File: src/hdl/radius_attribute_parser_macros.svh
`ifndef RADIUS_ATTRIBUTE_PARSER_MACROS_SVH
`define RADIUS_ATTRIBUTE_PARSER_MACROS_SVH

// Concurrent checks; the enclosing module provides clk and rst_n.

// Property holds on every clock edge out of reset.
`define RAP_ASSERT(label, prop, msg) \
  label: assert property (@(posedge clk) disable iff (!rst_n) (prop)) else $error(msg);

// Same-cycle implication.
`define RAP_ASSERT_IMP(label, ante, cons, msg) \
  label: assert property (@(posedge clk) disable iff (!rst_n) (ante) |-> (cons)) \
    else $error(msg);

// Next-cycle implication.
`define RAP_ASSERT_NEXT(label, ante, cons, msg) \
  label: assert property (@(posedge clk) disable iff (!rst_n) (ante) |=> (cons)) \
    else $error(msg);

`endif

File: src/hdl/rap_pkg.sv
package rap_pkg;

  // Message codes accepted by the header check
  localparam logic [7:0] CODE_ACCESS_REQ  = 8'd1;
  localparam logic [7:0] CODE_ACCT_RESP   = 8'd5;
  localparam logic [7:0] CODE_ACCESS_CHAL = 8'd11;

  // Attribute types with special handling
  localparam logic [7:0] ATTR_NAS_PORT    = 8'd5;
  localparam logic [7:0] ATTR_ACCT_STATUS = 8'd40;

  // Parse status codes
  localparam logic [2:0] ST_OK           = 3'd0;
  localparam logic [2:0] ST_SHORT_HEADER = 3'd1;
  localparam logic [2:0] ST_UNKNOWN_CODE = 3'd2;
  localparam logic [2:0] ST_TRUNCATED    = 3'd3;
  localparam logic [2:0] ST_LEN_BELOW_2  = 3'd4;

  // Result kinds
  localparam logic RK_ATTR    = 1'b0;
  localparam logic RK_SUMMARY = 1'b1;

  localparam logic [15:0] HDR_LAST_POS = 16'd19;
  localparam logic [7:0]  ATTR_HDR_LEN = 8'd2;

  localparam int OUT_TDATA_W = 136;

  typedef struct packed {
    logic        kind;
    logic        last;
    logic [7:0]  attr_type;
    logic [7:0]  value_length;
    logic        first_of_type;
    logic [31:0] value_word;
    logic [7:0]  msg_code;
    logic [7:0]  msg_ident;
    logic [31:0] acct_status;
    logic [31:0] nas_port_value;
    logic [2:0]  parse_status;
    logic        length_exceeds;
  } rap_result_t;

  // Up to two results pushed per accepted byte
  typedef struct packed {
    logic [1:0]  cnt;
    rap_result_t e0;
    rap_result_t e1;
  } rap_push_t;

endpackage

File: src/hdl/rap_front.sv
module rap_front (
  input  logic             clk,
  input  logic             rst_n,
  input  logic             acc_en,
  input  logic [7:0]       byte_i,
  input  logic             end_i,
  output rap_pkg::rap_push_t push_o
);
  import rap_pkg::*;

  typedef enum logic [2:0] {
    PH_HEADER,
    PH_TYPE,
    PH_LEN,
    PH_VALUE,
    PH_STOP
  } phase_t;

  phase_t       phase_r, phase_nxt;
  logic [15:0]  pos_r, pos_nxt;
  logic [255:0] seen_r, seen_nxt;
  logic [7:0]   cur_type_r, cur_type_nxt;
  logic [7:0]   left_r, left_nxt;
  logic [7:0]   vlen_r, vlen_nxt;
  logic [2:0]   vidx_r, vidx_nxt;
  logic [31:0]  acc_r, acc_nxt;
  logic [7:0]   code_r, code_nxt;
  logic [7:0]   ident_r, ident_nxt;
  logic [15:0]  hlen_r, hlen_nxt;
  logic [31:0]  acct_r, acct_nxt;
  logic [31:0]  nas_r, nas_nxt;
  logic [2:0]   err_r, err_nxt;

  logic         rep;
  logic         rep_first;
  logic         short_hdr;
  rap_result_t  rep_e, sum_e;

  function automatic logic code_ok(input logic [7:0] c);
    return ((c >= CODE_ACCESS_REQ) && (c <= CODE_ACCT_RESP)) || (c == CODE_ACCESS_CHAL);
  endfunction

  always_comb begin
    phase_nxt    = phase_r;
    pos_nxt      = pos_r;
    seen_nxt     = seen_r;
    cur_type_nxt = cur_type_r;
    left_nxt     = left_r;
    vlen_nxt     = vlen_r;
    vidx_nxt     = vidx_r;
    acc_nxt      = acc_r;
    code_nxt     = code_r;
    ident_nxt    = ident_r;
    hlen_nxt     = hlen_r;
    acct_nxt     = acct_r;
    nas_nxt      = nas_r;
    err_nxt      = err_r;
    rep          = 1'b0;
    rep_first    = ~seen_r[cur_type_r];
    short_hdr    = 1'b0;
    rep_e        = '0;
    sum_e        = '0;
    push_o       = '0;

    if (acc_en) begin
      unique case (phase_r)
        PH_HEADER: begin
          if (pos_r == 16'd0) begin
            code_nxt = byte_i;
          end else if (pos_r == 16'd1) begin
            ident_nxt = byte_i;
          end else if (pos_r == 16'd2) begin
            hlen_nxt = {byte_i, 8'd0};
          end else if (pos_r == 16'd3) begin
            hlen_nxt = {hlen_r[15:8], byte_i};
          end
          if (pos_r == HDR_LAST_POS) begin
            if (code_ok(code_r)) begin
              phase_nxt = PH_TYPE;
            end else begin
              err_nxt   = ST_UNKNOWN_CODE;
              phase_nxt = PH_STOP;
            end
          end
        end
        PH_TYPE: begin
          cur_type_nxt = byte_i;
          phase_nxt    = PH_LEN;
        end
        PH_LEN: begin
          if (byte_i < ATTR_HDR_LEN) begin
            err_nxt   = ST_LEN_BELOW_2;
            phase_nxt = PH_STOP;
          end else begin
            vlen_nxt = byte_i - ATTR_HDR_LEN;
            left_nxt = byte_i - ATTR_HDR_LEN;
            vidx_nxt = 3'd0;
            acc_nxt  = '0;
            if (byte_i == ATTR_HDR_LEN) begin
              rep       = 1'b1;
              phase_nxt = PH_TYPE;
            end else begin
              phase_nxt = PH_VALUE;
            end
          end
        end
        PH_VALUE: begin
          // first four value bytes land big-endian
          if (!vidx_r[2]) begin
            unique case (vidx_r[1:0])
              2'd0: acc_nxt[31:24] = acc_r[31:24] | byte_i;
              2'd1: acc_nxt[23:16] = acc_r[23:16] | byte_i;
              2'd2: acc_nxt[15:8]  = acc_r[15:8]  | byte_i;
              default: acc_nxt[7:0] = acc_r[7:0] | byte_i;
            endcase
            vidx_nxt = vidx_r + 3'd1;
          end
          left_nxt = left_r - 8'd1;
          if (left_r == 8'd1) begin
            rep       = 1'b1;
            phase_nxt = PH_TYPE;
          end
        end
        default: phase_nxt = PH_STOP;
      endcase

      if (rep) begin
        seen_nxt[cur_type_r] = 1'b1;
        if (cur_type_r == ATTR_ACCT_STATUS) begin
          acct_nxt = acc_nxt;
        end
        if ((cur_type_r == ATTR_NAS_PORT) && rep_first) begin
          nas_nxt = acc_nxt;
        end
        rep_e.kind          = RK_ATTR;
        rep_e.last          = ~end_i;
        rep_e.attr_type     = cur_type_r;
        rep_e.value_length  = vlen_nxt;
        rep_e.first_of_type = rep_first;
        rep_e.value_word    = acc_nxt;
      end

      if (pos_r != 16'hFFFF) begin
        pos_nxt = pos_r + 16'd1;
      end

      if (end_i) begin
        short_hdr = (phase_nxt == PH_HEADER);
        if (short_hdr) begin
          err_nxt = ST_SHORT_HEADER;
        end else if (((phase_nxt == PH_LEN) || (phase_nxt == PH_VALUE)) &&
                     (err_nxt == ST_OK)) begin
          err_nxt = ST_TRUNCATED;
        end
        sum_e.kind           = RK_SUMMARY;
        sum_e.last           = 1'b1;
        sum_e.msg_code       = code_nxt;
        sum_e.msg_ident      = ident_nxt;
        sum_e.acct_status    = acct_nxt;
        sum_e.nas_port_value = nas_nxt;
        sum_e.parse_status   = err_nxt;
        sum_e.length_exceeds = ~short_hdr && (hlen_nxt > pos_nxt);

        // per-packet state back to its start values
        phase_nxt    = PH_HEADER;
        pos_nxt      = '0;
        seen_nxt     = '0;
        cur_type_nxt = '0;
        left_nxt     = '0;
        vlen_nxt     = '0;
        vidx_nxt     = '0;
        acc_nxt      = '0;
        code_nxt     = '0;
        ident_nxt    = '0;
        hlen_nxt     = '0;
        acct_nxt     = '0;
        nas_nxt      = '0;
        err_nxt      = ST_OK;
      end

      push_o.cnt = {1'b0, rep} + {1'b0, end_i};
      push_o.e0  = rep ? rep_e : sum_e;
      push_o.e1  = sum_e;
    end
  end

  always_ff @(posedge clk) begin
    if (!rst_n) begin
      phase_r    <= PH_HEADER;
      pos_r      <= '0;
      seen_r     <= '0;
      cur_type_r <= '0;
      left_r     <= '0;
      vlen_r     <= '0;
      vidx_r     <= '0;
      acc_r      <= '0;
      code_r     <= '0;
      ident_r    <= '0;
      hlen_r     <= '0;
      acct_r     <= '0;
      nas_r      <= '0;
      err_r      <= ST_OK;
    end else begin
      phase_r    <= phase_nxt;
      pos_r      <= pos_nxt;
      seen_r     <= seen_nxt;
      cur_type_r <= cur_type_nxt;
      left_r     <= left_nxt;
      vlen_r     <= vlen_nxt;
      vidx_r     <= vidx_nxt;
      acc_r      <= acc_nxt;
      code_r     <= code_nxt;
      ident_r    <= ident_nxt;
      hlen_r     <= hlen_nxt;
      acct_r     <= acct_nxt;
      nas_r      <= nas_nxt;
      err_r      <= err_nxt;
    end
  end

endmodule

File: src/hdl/rap_queue.sv
`include "radius_attribute_parser_macros.svh"

module rap_queue #(
  parameter int DEPTH = 4
) (
  input  logic                 clk,
  input  logic                 rst_n,
  input  rap_pkg::rap_push_t   push,
  input  logic                 pop,
  output logic                 space2,
  output logic                 head_valid,
  output rap_pkg::rap_result_t head
);
  import rap_pkg::*;

  localparam int PW = $clog2(DEPTH);
  localparam int CW = $clog2(DEPTH + 1);

  rap_result_t    mem_r [DEPTH];
  logic [PW-1:0]  wr_ptr_r, wr_ptr_nxt, rd_ptr_r, rd_ptr_nxt, wr_ptr1;
  logic [CW-1:0]  count_r, count_nxt;

  function automatic logic [PW-1:0] ptr_inc(input logic [PW-1:0] p);
    return (p == PW'(DEPTH - 1)) ? '0 : p + 1'b1;
  endfunction

  assign wr_ptr1    = ptr_inc(wr_ptr_r);
  assign space2     = (count_r <= CW'(DEPTH - 2));
  assign head_valid = (count_r != '0);
  assign head       = mem_r[rd_ptr_r];

  always_comb begin
    wr_ptr_nxt = wr_ptr_r;
    rd_ptr_nxt = rd_ptr_r;
    if (push.cnt == 2'd1) begin
      wr_ptr_nxt = wr_ptr1;
    end else if (push.cnt == 2'd2) begin
      wr_ptr_nxt = ptr_inc(wr_ptr1);
    end
    if (pop) begin
      rd_ptr_nxt = ptr_inc(rd_ptr_r);
    end
    count_nxt = count_r + CW'(push.cnt) - CW'(pop);
  end

  always_ff @(posedge clk) begin
    if (push.cnt != 2'd0) begin
      mem_r[wr_ptr_r] <= push.e0;
    end
    if (push.cnt == 2'd2) begin
      mem_r[wr_ptr1] <= push.e1;
    end
  end

  always_ff @(posedge clk) begin
    if (!rst_n) begin
      wr_ptr_r <= '0;
      rd_ptr_r <= '0;
      count_r  <= '0;
    end else begin
      wr_ptr_r <= wr_ptr_nxt;
      rd_ptr_r <= rd_ptr_nxt;
      count_r  <= count_nxt;
    end
  end

  `RAP_ASSERT(a_count_bound, count_r <= CW'(DEPTH), "queue count above depth")
  `RAP_ASSERT_IMP(a_no_overflow, push.cnt != 2'd0, count_r <= CW'(DEPTH) - CW'(push.cnt), "queue overflow")
  `RAP_ASSERT_IMP(a_no_underflow, pop, count_r != '0, "pop from empty queue")
  `RAP_ASSERT_NEXT(a_pop_drains, pop && (push.cnt == 2'd0), count_r == $past(count_r) - 1'b1, "pop did not drain")

endmodule

File: src/hdl/rap_back.sv
module rap_back (
  input  logic                              clk,
  input  logic                              rst_n,
  input  logic                              head_valid,
  input  rap_pkg::rap_result_t              head,
  output logic                              pop,
  output logic                              out_tvalid,
  input  logic                              out_tready,
  output logic [rap_pkg::OUT_TDATA_W-1:0]   out_tdata,
  output logic                              out_tuser,
  output logic                              out_tlast
);
  import rap_pkg::*;

  logic        out_valid_r, out_valid_nxt;
  rap_result_t res_r;

  assign pop = head_valid && (!out_valid_r || out_tready);

  always_comb begin
    out_valid_nxt = out_valid_r;
    if (pop) begin
      out_valid_nxt = 1'b1;
    end else if (out_tready) begin
      out_valid_nxt = 1'b0;
    end
  end

  always_ff @(posedge clk) begin
    if (!rst_n) begin
      out_valid_r <= 1'b0;
    end else begin
      out_valid_r <= out_valid_nxt;
    end
  end

  always_ff @(posedge clk) begin
    if (pop) begin
      res_r <= head;
    end
  end

  assign out_tvalid = out_valid_r;
  assign out_tuser  = res_r.kind;
  assign out_tlast  = res_r.last;
  assign out_tdata  = {3'b000,
                       res_r.length_exceeds,
                       res_r.parse_status,
                       res_r.nas_port_value,
                       res_r.acct_status,
                       res_r.msg_ident,
                       res_r.msg_code,
                       res_r.value_word,
                       res_r.first_of_type,
                       res_r.value_length,
                       res_r.attr_type};

endmodule

File: src/hdl/radius_attribute_parser.sv
// Channel   Dir  Beat contents
// in_*      in   tdata[7:0] payload_byte, tlast end_of_payload
// out_*     out  tdata parsed fields (see port), tuser result_kind, tlast last_result
//
// Cycles: one payload byte per clock while out_tready stays high; an
//   end-of-payload byte adds a second beat, so runs of very short packets
//   can hold the input below one byte per clock. A result passes through
//   the result queue and then the output register.
// Throughput is set by the parser register update, one byte per edge while in_tready is high.
// in_tready drops only while the result queue has fewer than two free slots.
// Reset (rst_n low, synchronous) clears parser state, the seen-type map and
//   the queue; the map also clears itself on every end-of-payload byte.
// A stalled out_tready holds the output register; the queue keeps absorbing.
module radius_attribute_parser #(
  parameter int QUEUE_DEPTH = 4  // result queue entries, at least 2
) (
  input  logic                            clk,
  input  logic                            rst_n,
  // input byte stream
  input  logic                            in_tvalid,
  output logic                            in_tready,
  input  logic [7:0]                      in_tdata,   // [7:0] payload_byte
  input  logic                            in_tlast,   // end_of_payload
  // result stream
  output logic                            out_tvalid,
  input  logic                            out_tready,
  // [7:0] attr_type, [15:8] value_length, [16] first_of_type,
  // [48:17] value_word, [56:49] msg_code, [64:57] msg_ident,
  // [96:65] acct_status, [128:97] nas_port_value, [131:129] parse_status,
  // [132] length_exceeds_payload, [135:133] zero
  output logic [rap_pkg::OUT_TDATA_W-1:0] out_tdata,
  output logic                            out_tuser,  // result_kind
  output logic                            out_tlast   // last_result
);
  import rap_pkg::*;

  rap_push_t   push;
  rap_result_t head;
  logic        space2;
  logic        head_valid;
  logic        pop;
  logic        acc_en;

  // A byte is taken only when the queue can hold both results it may cause
  // (an attribute report plus the packet summary).
  assign in_tready = space2;
  assign acc_en    = in_tvalid && in_tready;

  // Front: header check, TLV walk, seen map, summary build
  rap_front u_front (
    .clk    (clk),
    .rst_n  (rst_n),
    .acc_en (acc_en),
    .byte_i (in_tdata),
    .end_i  (in_tlast),
    .push_o (push)
  );

  // Decoupling queue, up to two writes and one read per cycle
  rap_queue #(
    .DEPTH (QUEUE_DEPTH)
  ) u_queue (
    .clk        (clk),
    .rst_n      (rst_n),
    .push       (push),
    .pop        (pop),
    .space2     (space2),
    .head_valid (head_valid),
    .head       (head)
  );

  // Back: output register and beat packing
  rap_back u_back (
    .clk        (clk),
    .rst_n      (rst_n),
    .head_valid (head_valid),
    .head       (head),
    .pop        (pop),
    .out_tvalid (out_tvalid),
    .out_tready (out_tready),
    .out_tdata  (out_tdata),
    .out_tuser  (out_tuser),
    .out_tlast  (out_tlast)
  );

endmodule

File: config.mk
export PLATFORM = sky130hd
export DESIGN_NAME = radius_attribute_parser
export DESIGN_NICKNAME = d
export VERILOG_FILES = /design/src/hdl/rap_pkg.sv /design/src/hdl/rap_front.sv /design/src/hdl/rap_queue.sv /design/src/hdl/rap_back.sv /design/src/hdl/radius_attribute_parser.sv
export VERILOG_INCLUDE_DIRS = /design/src /design/src/hdl
export SDC_FILE = /design/constraint.sdc
export NUM_CORES = 2
export LEC_CHECK = 0
export ABC_CLOCK_PERIOD_IN_PS = 16200
export BUFFER_PORTS_ARGS = -buffer_cell sky130_fd_sc_hd__buf_2
export CAP_MARGIN = 10
export CORE_UTILIZATION = 60
export CTS_BUF_LIST = sky130_fd_sc_hd__clkbuf_4 sky130_fd_sc_hd__clkbuf_8 sky130_fd_sc_hd__clkbuf_16
export DETAILED_ROUTE_END_ITERATION = 7
export GPL_ROUTABILITY_DRIVEN = 0
export PLACE_DENSITY = 0.77
export SLEW_MARGIN = 10
export SYNTH_ARGS = -nofsm -noshare
export SYNTH_HDL_FRONTEND = slang
export SYNTH_SLANG_ARGS = --single-unit
File: constraint.sdc
create_clock -name clk -period 16.2 [get_ports clk]
set_clock_uncertainty 0.2 [all_clocks]
set_input_delay 3.24 -clock clk [delete_from_list [all_inputs] [get_ports clk]]
set_output_delay 3.24 -clock clk [all_outputs]
set_load 0.005 [all_outputs]
## Word-level counts from Yosys, hierarchy flattened

Memory sizes are Yosys's and may differ from the RTL's. A register that Yosys moved wholly into a read port is not among the register bits.
Index checks and enable logic that the tools add are counted.

| operators by class | value |
|---|---|
| add/sub/neg operators | 10 |
| order comparisons | 7 |
| eq/ne operators | 24 |
| multiplexer cells | 85 |
| bitwise gates (word level) | 8 |
| reductions and logical operators | 28 |

Operator list:

| kind | number |
|---|---|
| $mux 256 | 2 |
| $mux 32 | 9 |
| $mux 272 | 1 |
| $or 256x256->256 | 1 |
| $mux 8 | 19 |
| $mux 16 | 9 |
| $mux 135 | 1 |
| $mux 84 | 1 |
| $pmux 32 s2 | 1 |
| $mux 3 | 16 |
| $eq 16x2->1 const B | 2 |
| $or 8x8->8 | 4 |
| $add 16x1->16 const B | 1 |
| $eq 16x1->1 const B | 1 |
| $eq 16x5->1 const B | 1 |
| $ge 8x1->1 const B | 2 |
| $gt 16x16->1 | 1 |
| $logic_not 16->1 | 1 |
| $ne 16x16->1 const B | 1 |
| $pmux 8 s2 | 1 |
| $mux 2 | 7 |
| $eq 3x2->1 const B | 4 |
| $mux 1 | 12 |
| $pmux 3 s2 | 2 |
| 36 further kinds | 62 |

| storage, ports and cells | value |
|---|---|
| bits in registers | 441 |
| RAM bits | 540 |
| input bits | 13 |
| output and inout bits | 140 |
| logic and storage cells | 182 |
| memories | 1 |

Memories:

| name | depth | bits a word | read ports | clocked after Yosys merged registers in | wr ports | line | text |
|---|---|---|---|---|---|---|---|
| u_queue.mem_r | 4 | 135 | 1 | 1 | 2 | rap_queue.sv:19 | `rap_result_t mem_r [DEPTH];` |

## Depth between registers and ports, before layout

| depth | value |
|---|---|
| depth after elaboration | 18 |
| depth in mapped cells | 18 |
| depth with buffers taken out | 15 |

## Hierarchy

Synthesis repeated with hierarchy kept, for this count alone.

| second synthesis, totals | value |
|---|---|
| cells, all modules | 4,101 |
| area total of the unflattened synthesis | 51,813.4 µm² |

By module, submodules not included:

| module | instances | cells each | area an instance (µm²) | sequential area each (µm²) |
|---|---|---|---|---|
| rap_queue | 1 | 1,363 | 26,466.6 | 16,395.7 |
| rap_front | 1 | 2,594 | 21,212.8 | 8,668.3 |
| rap_back | 1 | 143 | 4,127.7 | 4,073.9 |
| radius_attribute_parser | 1 | 1 | 6.3 | 0.0 |

## Worst setup path before layout

OpenSTA, ideal clock, no wires.

| path | value |
|---|---|
| kind | input -> register |
| from | input port out_tready |
| to | register u_queue.count_r[2] |
| setup time | 0.115 ns |
| data arrival time | 12.070 ns |
| data required time | 15.885 ns |
| setup slack | 3.815 ns |
| cell stages on the path | 10 |
| path buffers | 0 |
| cells stage by stage | inv_1 a21oi_1 ha_1 inv_1 ha_1 inv_1 fa_1 xor2_1 xnor2_1 and2_1 |

| on the way | value |
|---|---|
| cells in the longest elaborated chain, start to end | 3 |

Ends and longest elaborated chain:

| element | line | text |
|---|---|---|
| start, declared | radius_attribute_parser.sv:26 | `input logic out_tready,` |
| $logic_or 1x1->1 | rap_back.sv:18 | `assign pop = head_valid && (!out_valid_r \|\| out_tready);` |
| $logic_and 1x1->1 | rap_back.sv:18 |  |
| net pop | radius_attribute_parser.sv:41 | `logic pop;` |
| $sub 3x1->3 | rap_queue.sv:43 | `count_nxt = count_r + CW'(push.cnt) - CW'(pop);` |
| end signal, assigned | rap_queue.sv:63 | `count_r <= count_nxt;` |
| end, declared | rap_queue.sv:21 | `logic [CW-1:0] count_r, count_nxt;` |

The timed path passes the listed nets, and every way through them passes these cells.
A chain may end at the register's enable or synchronous reset.

==> flow_metrics.env <==
export IMPL_critPathMaxFanout=53
export IMPL_io_pin_count=153
export IMPL_worst_hold_path_num_cells=2
export IMPL_cp_data_arrival_time_ps=8170
export IMPL_drv_slew=0
export IMPL_element_type_at_the_critical_path_start="input port"
export IMPL_cts_buffers=108
export IMPL_postSynthRegisterBits=1116
export IMPL_maxCapViolations=0
export IMPL_areaGrowthSynthToFinish_pct=11.36
export IMPL_critical_path_slowest_cell="sky130_fd_sc_hd__or2_2"
export IMPL_worst_path_largest_cell_delay_ps=680
export IMPL_die_w_um=278.1
export IMPL_final_antenna_net_count=0
export IMPL_global_route_usage_over_all_layers_pct=29.22
export IMPL_fmax_ghz=0.1257
export IMPL_dr_first_iter_drc_count=3169
export IMPL_synth_enable_flop_cells=479
export IMPL_post_route_period_util_pct=49.12
export IMPL_crit_path_end_kind="register"
export IMPL_cts_hold_repair_buffers=0
export IMPL_wirelength_um=114000
export IMPL_synth_cells=4043
export IMPL_timing_slew_headroom_pct=20.38
export IMPL_setup_slack_ps=8242
export IMPL_worst_hold_slack_ps=248.8
export IMPL_post_cts_resize_count=0
export IMPL_remaining_drc_errors=4
export IMPL_grt_pass1_vias=30970
export IMPL_cp_required_ps=16410
export IMPL_fp_dieArea_mm2=0.07733
export IMPL_failed_checks="design-rule violations"
export IMPL_die_h_um=278.1
export IMPL_grt_start_max_net_pins=257
export IMPL_power_per_cell_area_mw_per_mm2=136.6
export IMPL_routedWlPerCell_um=22.24
export IMPL_core_mm2=0.07495
export IMPL_avgViaCountPerCell=6.230
export IMPL_cts_num_sinks=1116
export IMPL_tightest_slew_ps=1190
export IMPL_yosysUniqueCellTypes=70
export IMPL_clk_transition_reported_paths_ps=60
export IMPL_async_flop_share_pct=0
export IMPL_final_nets=4119
export IMPL_chain_of_cells_forming_the_critical_path="buf_2 > nor4_2 > nand2_1 > o31a_1 > ha_1 > nand2_1 > ha_1 > a21oi_4 > buf_4 > inv_4 > nand2_2 > buf_4 > or2_2 > nor2_1"
export IMPL_r2r_worst_path_cells=13
export IMPL_antenna_found_initial=5
export IMPL_grt_setup_unrepaired="no"
export IMPL_floorplan_rows=100
export IMPL_worst_hold_path_endpoint="u_queue.mem_r[3][96]"
export IMPL_cts_root_to_sink_buffers=3
export IMPL_drive_gt1_share_pct=17.17
export IMPL_regToRegSetupSlack_ps=10370
export IMPL_worst_skew_pair_late_latency_ps=700
export IMPL_drtPass1Iterations=8
export IMPL_ys_seq_area_share_pct=59.33
export IMPL_clock_tree_htree_level_count=3
export IMPL_cts_tree="built"
export IMPL_synthesis_area_per_instance_um2=11.31
export IMPL_power_leakage_uw=0.01697
export IMPL_syn_cell_area_mm2=0.04574
export IMPL_initial_core_util_pct=61.03
export IMPL_first_pass_grt_wire_length_um=176500
export IMPL_final_period_minus_worst_setup_slack_ps=7958
export IMPL_final_setup_violations=0
export IMPL_placement_setup_worst_slack_ps=7610
export IMPL_totalNegativeSetupSlack_ps=0
export IMPL_min_from="u_queue.mem_r[3][96]"
export IMPL_layout_core_utilization_pct=67.95
export IMPL_dr_total_vias=31920
export IMPL_grt_remaining_overflow=0
export IMPL_number_of_hold_violations_in_the_final_report=0
export IMPL_synth_yosys_warnings=0
export IMPL_timing_setup_critical_path_class="input port to register"
export IMPL_crit_reg2reg_capture="u_queue.mem_r[3][26]"
export IMPL_status="complete, but fails checks"
export IMPL_ir_drop_mv=0.1919
export IMPL_ys_flop_type="sky130_fd_sc_hd__dfxtp_1"
export IMPL_io_buffers=149
export IMPL_crit_reg2reg_launch="u_front.phase_r[1]"
export IMPL_cts_root_buffer="sky130_fd_sc_hd__clkbuf_16"
export IMPL_dp_hpwl_um=68150
export IMPL_hold_path_class="register to register"
export IMPL_post_cts_setup_buffers=0
[stage by stage]
step                cell area [um^2]  cells  power [uW]
global route                   50930   5122        7172
detailed placement             47180   4919        4420
finish                         50930   5124        6957
floorplan                      45740   4045        4064
global placement               47180   4919        4404
CTS                            50920   5121        6995
[area by class of cell]
type	instances	area, um^2
fill	5193	24020
inverter	31	126.4
clock inverter	65	747.0
tap	969	1212
sequential	1116	27150
multi-input combinational	2588	17440
antenna	3	7.507
clock buffer	137	2989
timing repair buffer	215	1256
[metal layers]
metal	vias to the layer above	routed length [um]	global-route usage, %
met5	-	34	0
met2	1368	55770	47.97
met1	15780	44810	37.97
li1	14500	-	-
met3	268	7973	4.768
met4	6	5384	14.08
[synthesized netlist by cell type, drive strengths merged (37+ instances only)]
cell type,number,share of area (%)
nor2,694,5.7
dfxtp,637,28
edfxtp,479,31
nand2,363,3.0
a21oi,337,3.7
clkbuf,247,2.0
o21ai,204,2.2
mux4,192,9.5
nor2b,146,2.0
a22oi,110,1.8
mux2i,72,1.6
buf,62,0.73
a22o,52,1.0
ha,45,1.2
nor3,41,0.45
or2,37,0.51
[how the worst max path moves through the flow]
stage | cells after the start | start | slack (ps) | end
3_3_place_gp | 14 | in_tdata[4] | 7760 | u_queue.mem_r[0][7]
3_5_place_dp | 14 | in_tdata[4] | 7610 | u_queue.mem_r[3][4]
5_1_grt | 14 | in_tdata[4] | 7940 | u_queue.mem_r[3][26]
4_1_cts | 14 | in_tdata[4] | 8300 | u_queue.mem_r[3][26]
6_report | 14 | in_tdata[4] | 8240 | u_queue.mem_r[3][26]
2_1_floorplan | 10 | out_tready | 3810 | u_queue.count_r[2]
[layout by cell type, fill, tap and decap left out, types with 9 or more instances in the layout]
cell	netlist	routed
sky130_fd_sc_hd__nor2_1	694	690
sky130_fd_sc_hd__dfxtp_1	637	632
sky130_fd_sc_hd__edfxtp_1	479	479
sky130_fd_sc_hd__nand2_1	363	358
sky130_fd_sc_hd__a21oi_1	337	332
sky130_fd_sc_hd__o21ai_0	200	200
sky130_fd_sc_hd__mux4_2	192	192
sky130_fd_sc_hd__buf_2	21	148
sky130_fd_sc_hd__nor2b_1	146	146
sky130_fd_sc_hd__a22oi_1	110	110
sky130_fd_sc_hd__clkbuf_16	0	108
sky130_fd_sc_hd__mux2i_1	72	72
sky130_fd_sc_hd__buf_4	12	66
sky130_fd_sc_hd__a22o_1	52	52
sky130_fd_sc_hd__ha_1	45	45
sky130_fd_sc_hd__or2_2	37	37
sky130_fd_sc_hd__o2bb2ai_1	33	33
sky130_fd_sc_hd__nor3_1	41	31
sky130_fd_sc_hd__mux2_2	28	28
sky130_fd_sc_hd__inv_1	30	26
sky130_fd_sc_hd__nand3_1	26	24
sky130_fd_sc_hd__clkinv_2	0	24
sky130_fd_sc_hd__clkbuf_4	0	18
sky130_fd_sc_hd__and2_1	16	16
sky130_fd_sc_hd__a21boi_0	16	16
sky130_fd_sc_hd__nand2b_1	13	13
sky130_fd_sc_hd__nor4_1	15	12
sky130_fd_sc_hd__nand4_1	12	12
sky130_fd_sc_hd__clkinv_1	1	12
sky130_fd_sc_hd__bufinv_16	0	12
sky130_fd_sc_hd__xor2_1	11	11
sky130_fd_sc_hd__clkbuf_8	0	11
sky130_fd_sc_hd__xnor2_1	10	10
sky130_fd_sc_hd__nor3_2	0	10
sky130_fd_sc_hd__and3_1	9	9
[logic make-up (layout without fill, tap and decap cells)]
kind of cell	Yosys count	in the layout	synth area share (%)
compound gates	827	827	10.93
flops	1116	1116	59.33
buf+inv	341	448	3.034
other cells	1	6	0.008199
fa+ha+maj	46	46	1.275
mux	292	292	11.72
simple gates	1399	1399	13.30
xor+xnor	21	21	0.4021
[where the power goes]
part	total, uW	internal (uW)	switching [uW]	leakage (uW)
registers	3380	3240	133	0.00981
clock network	2600	1510	1100	0.00187
logic	977	424	554	0.00528
total	6960	5180	1780	0.0170
[registers in the layout (all words and copies together) (netlist names), 8 cells and up]
signal,flops
u_front.acc_r,32
u_front.left_r,8
u_front.vlen_r,8
u_back.out_tdata,133
u_front.pos_r,16
u_queue.mem_r,540
u_front.code_r,8
u_front.nas_r,32
u_front.ident_r,8
u_front.hlen_r,16
u_front.cur_type_r,8
u_front.acct_r,32
u_front.seen_r,256
[worst max-delay path: cells and delay by family]
kind / cells / cell delay [ps]
AOI/OAI and AO/OA: 2 / 550
adders and majority gates: 2 / 770
buffers and inverters: 4 / 1680
and+or+nand+nor: 6 / 1850
(Power assumes the default switching activity.)
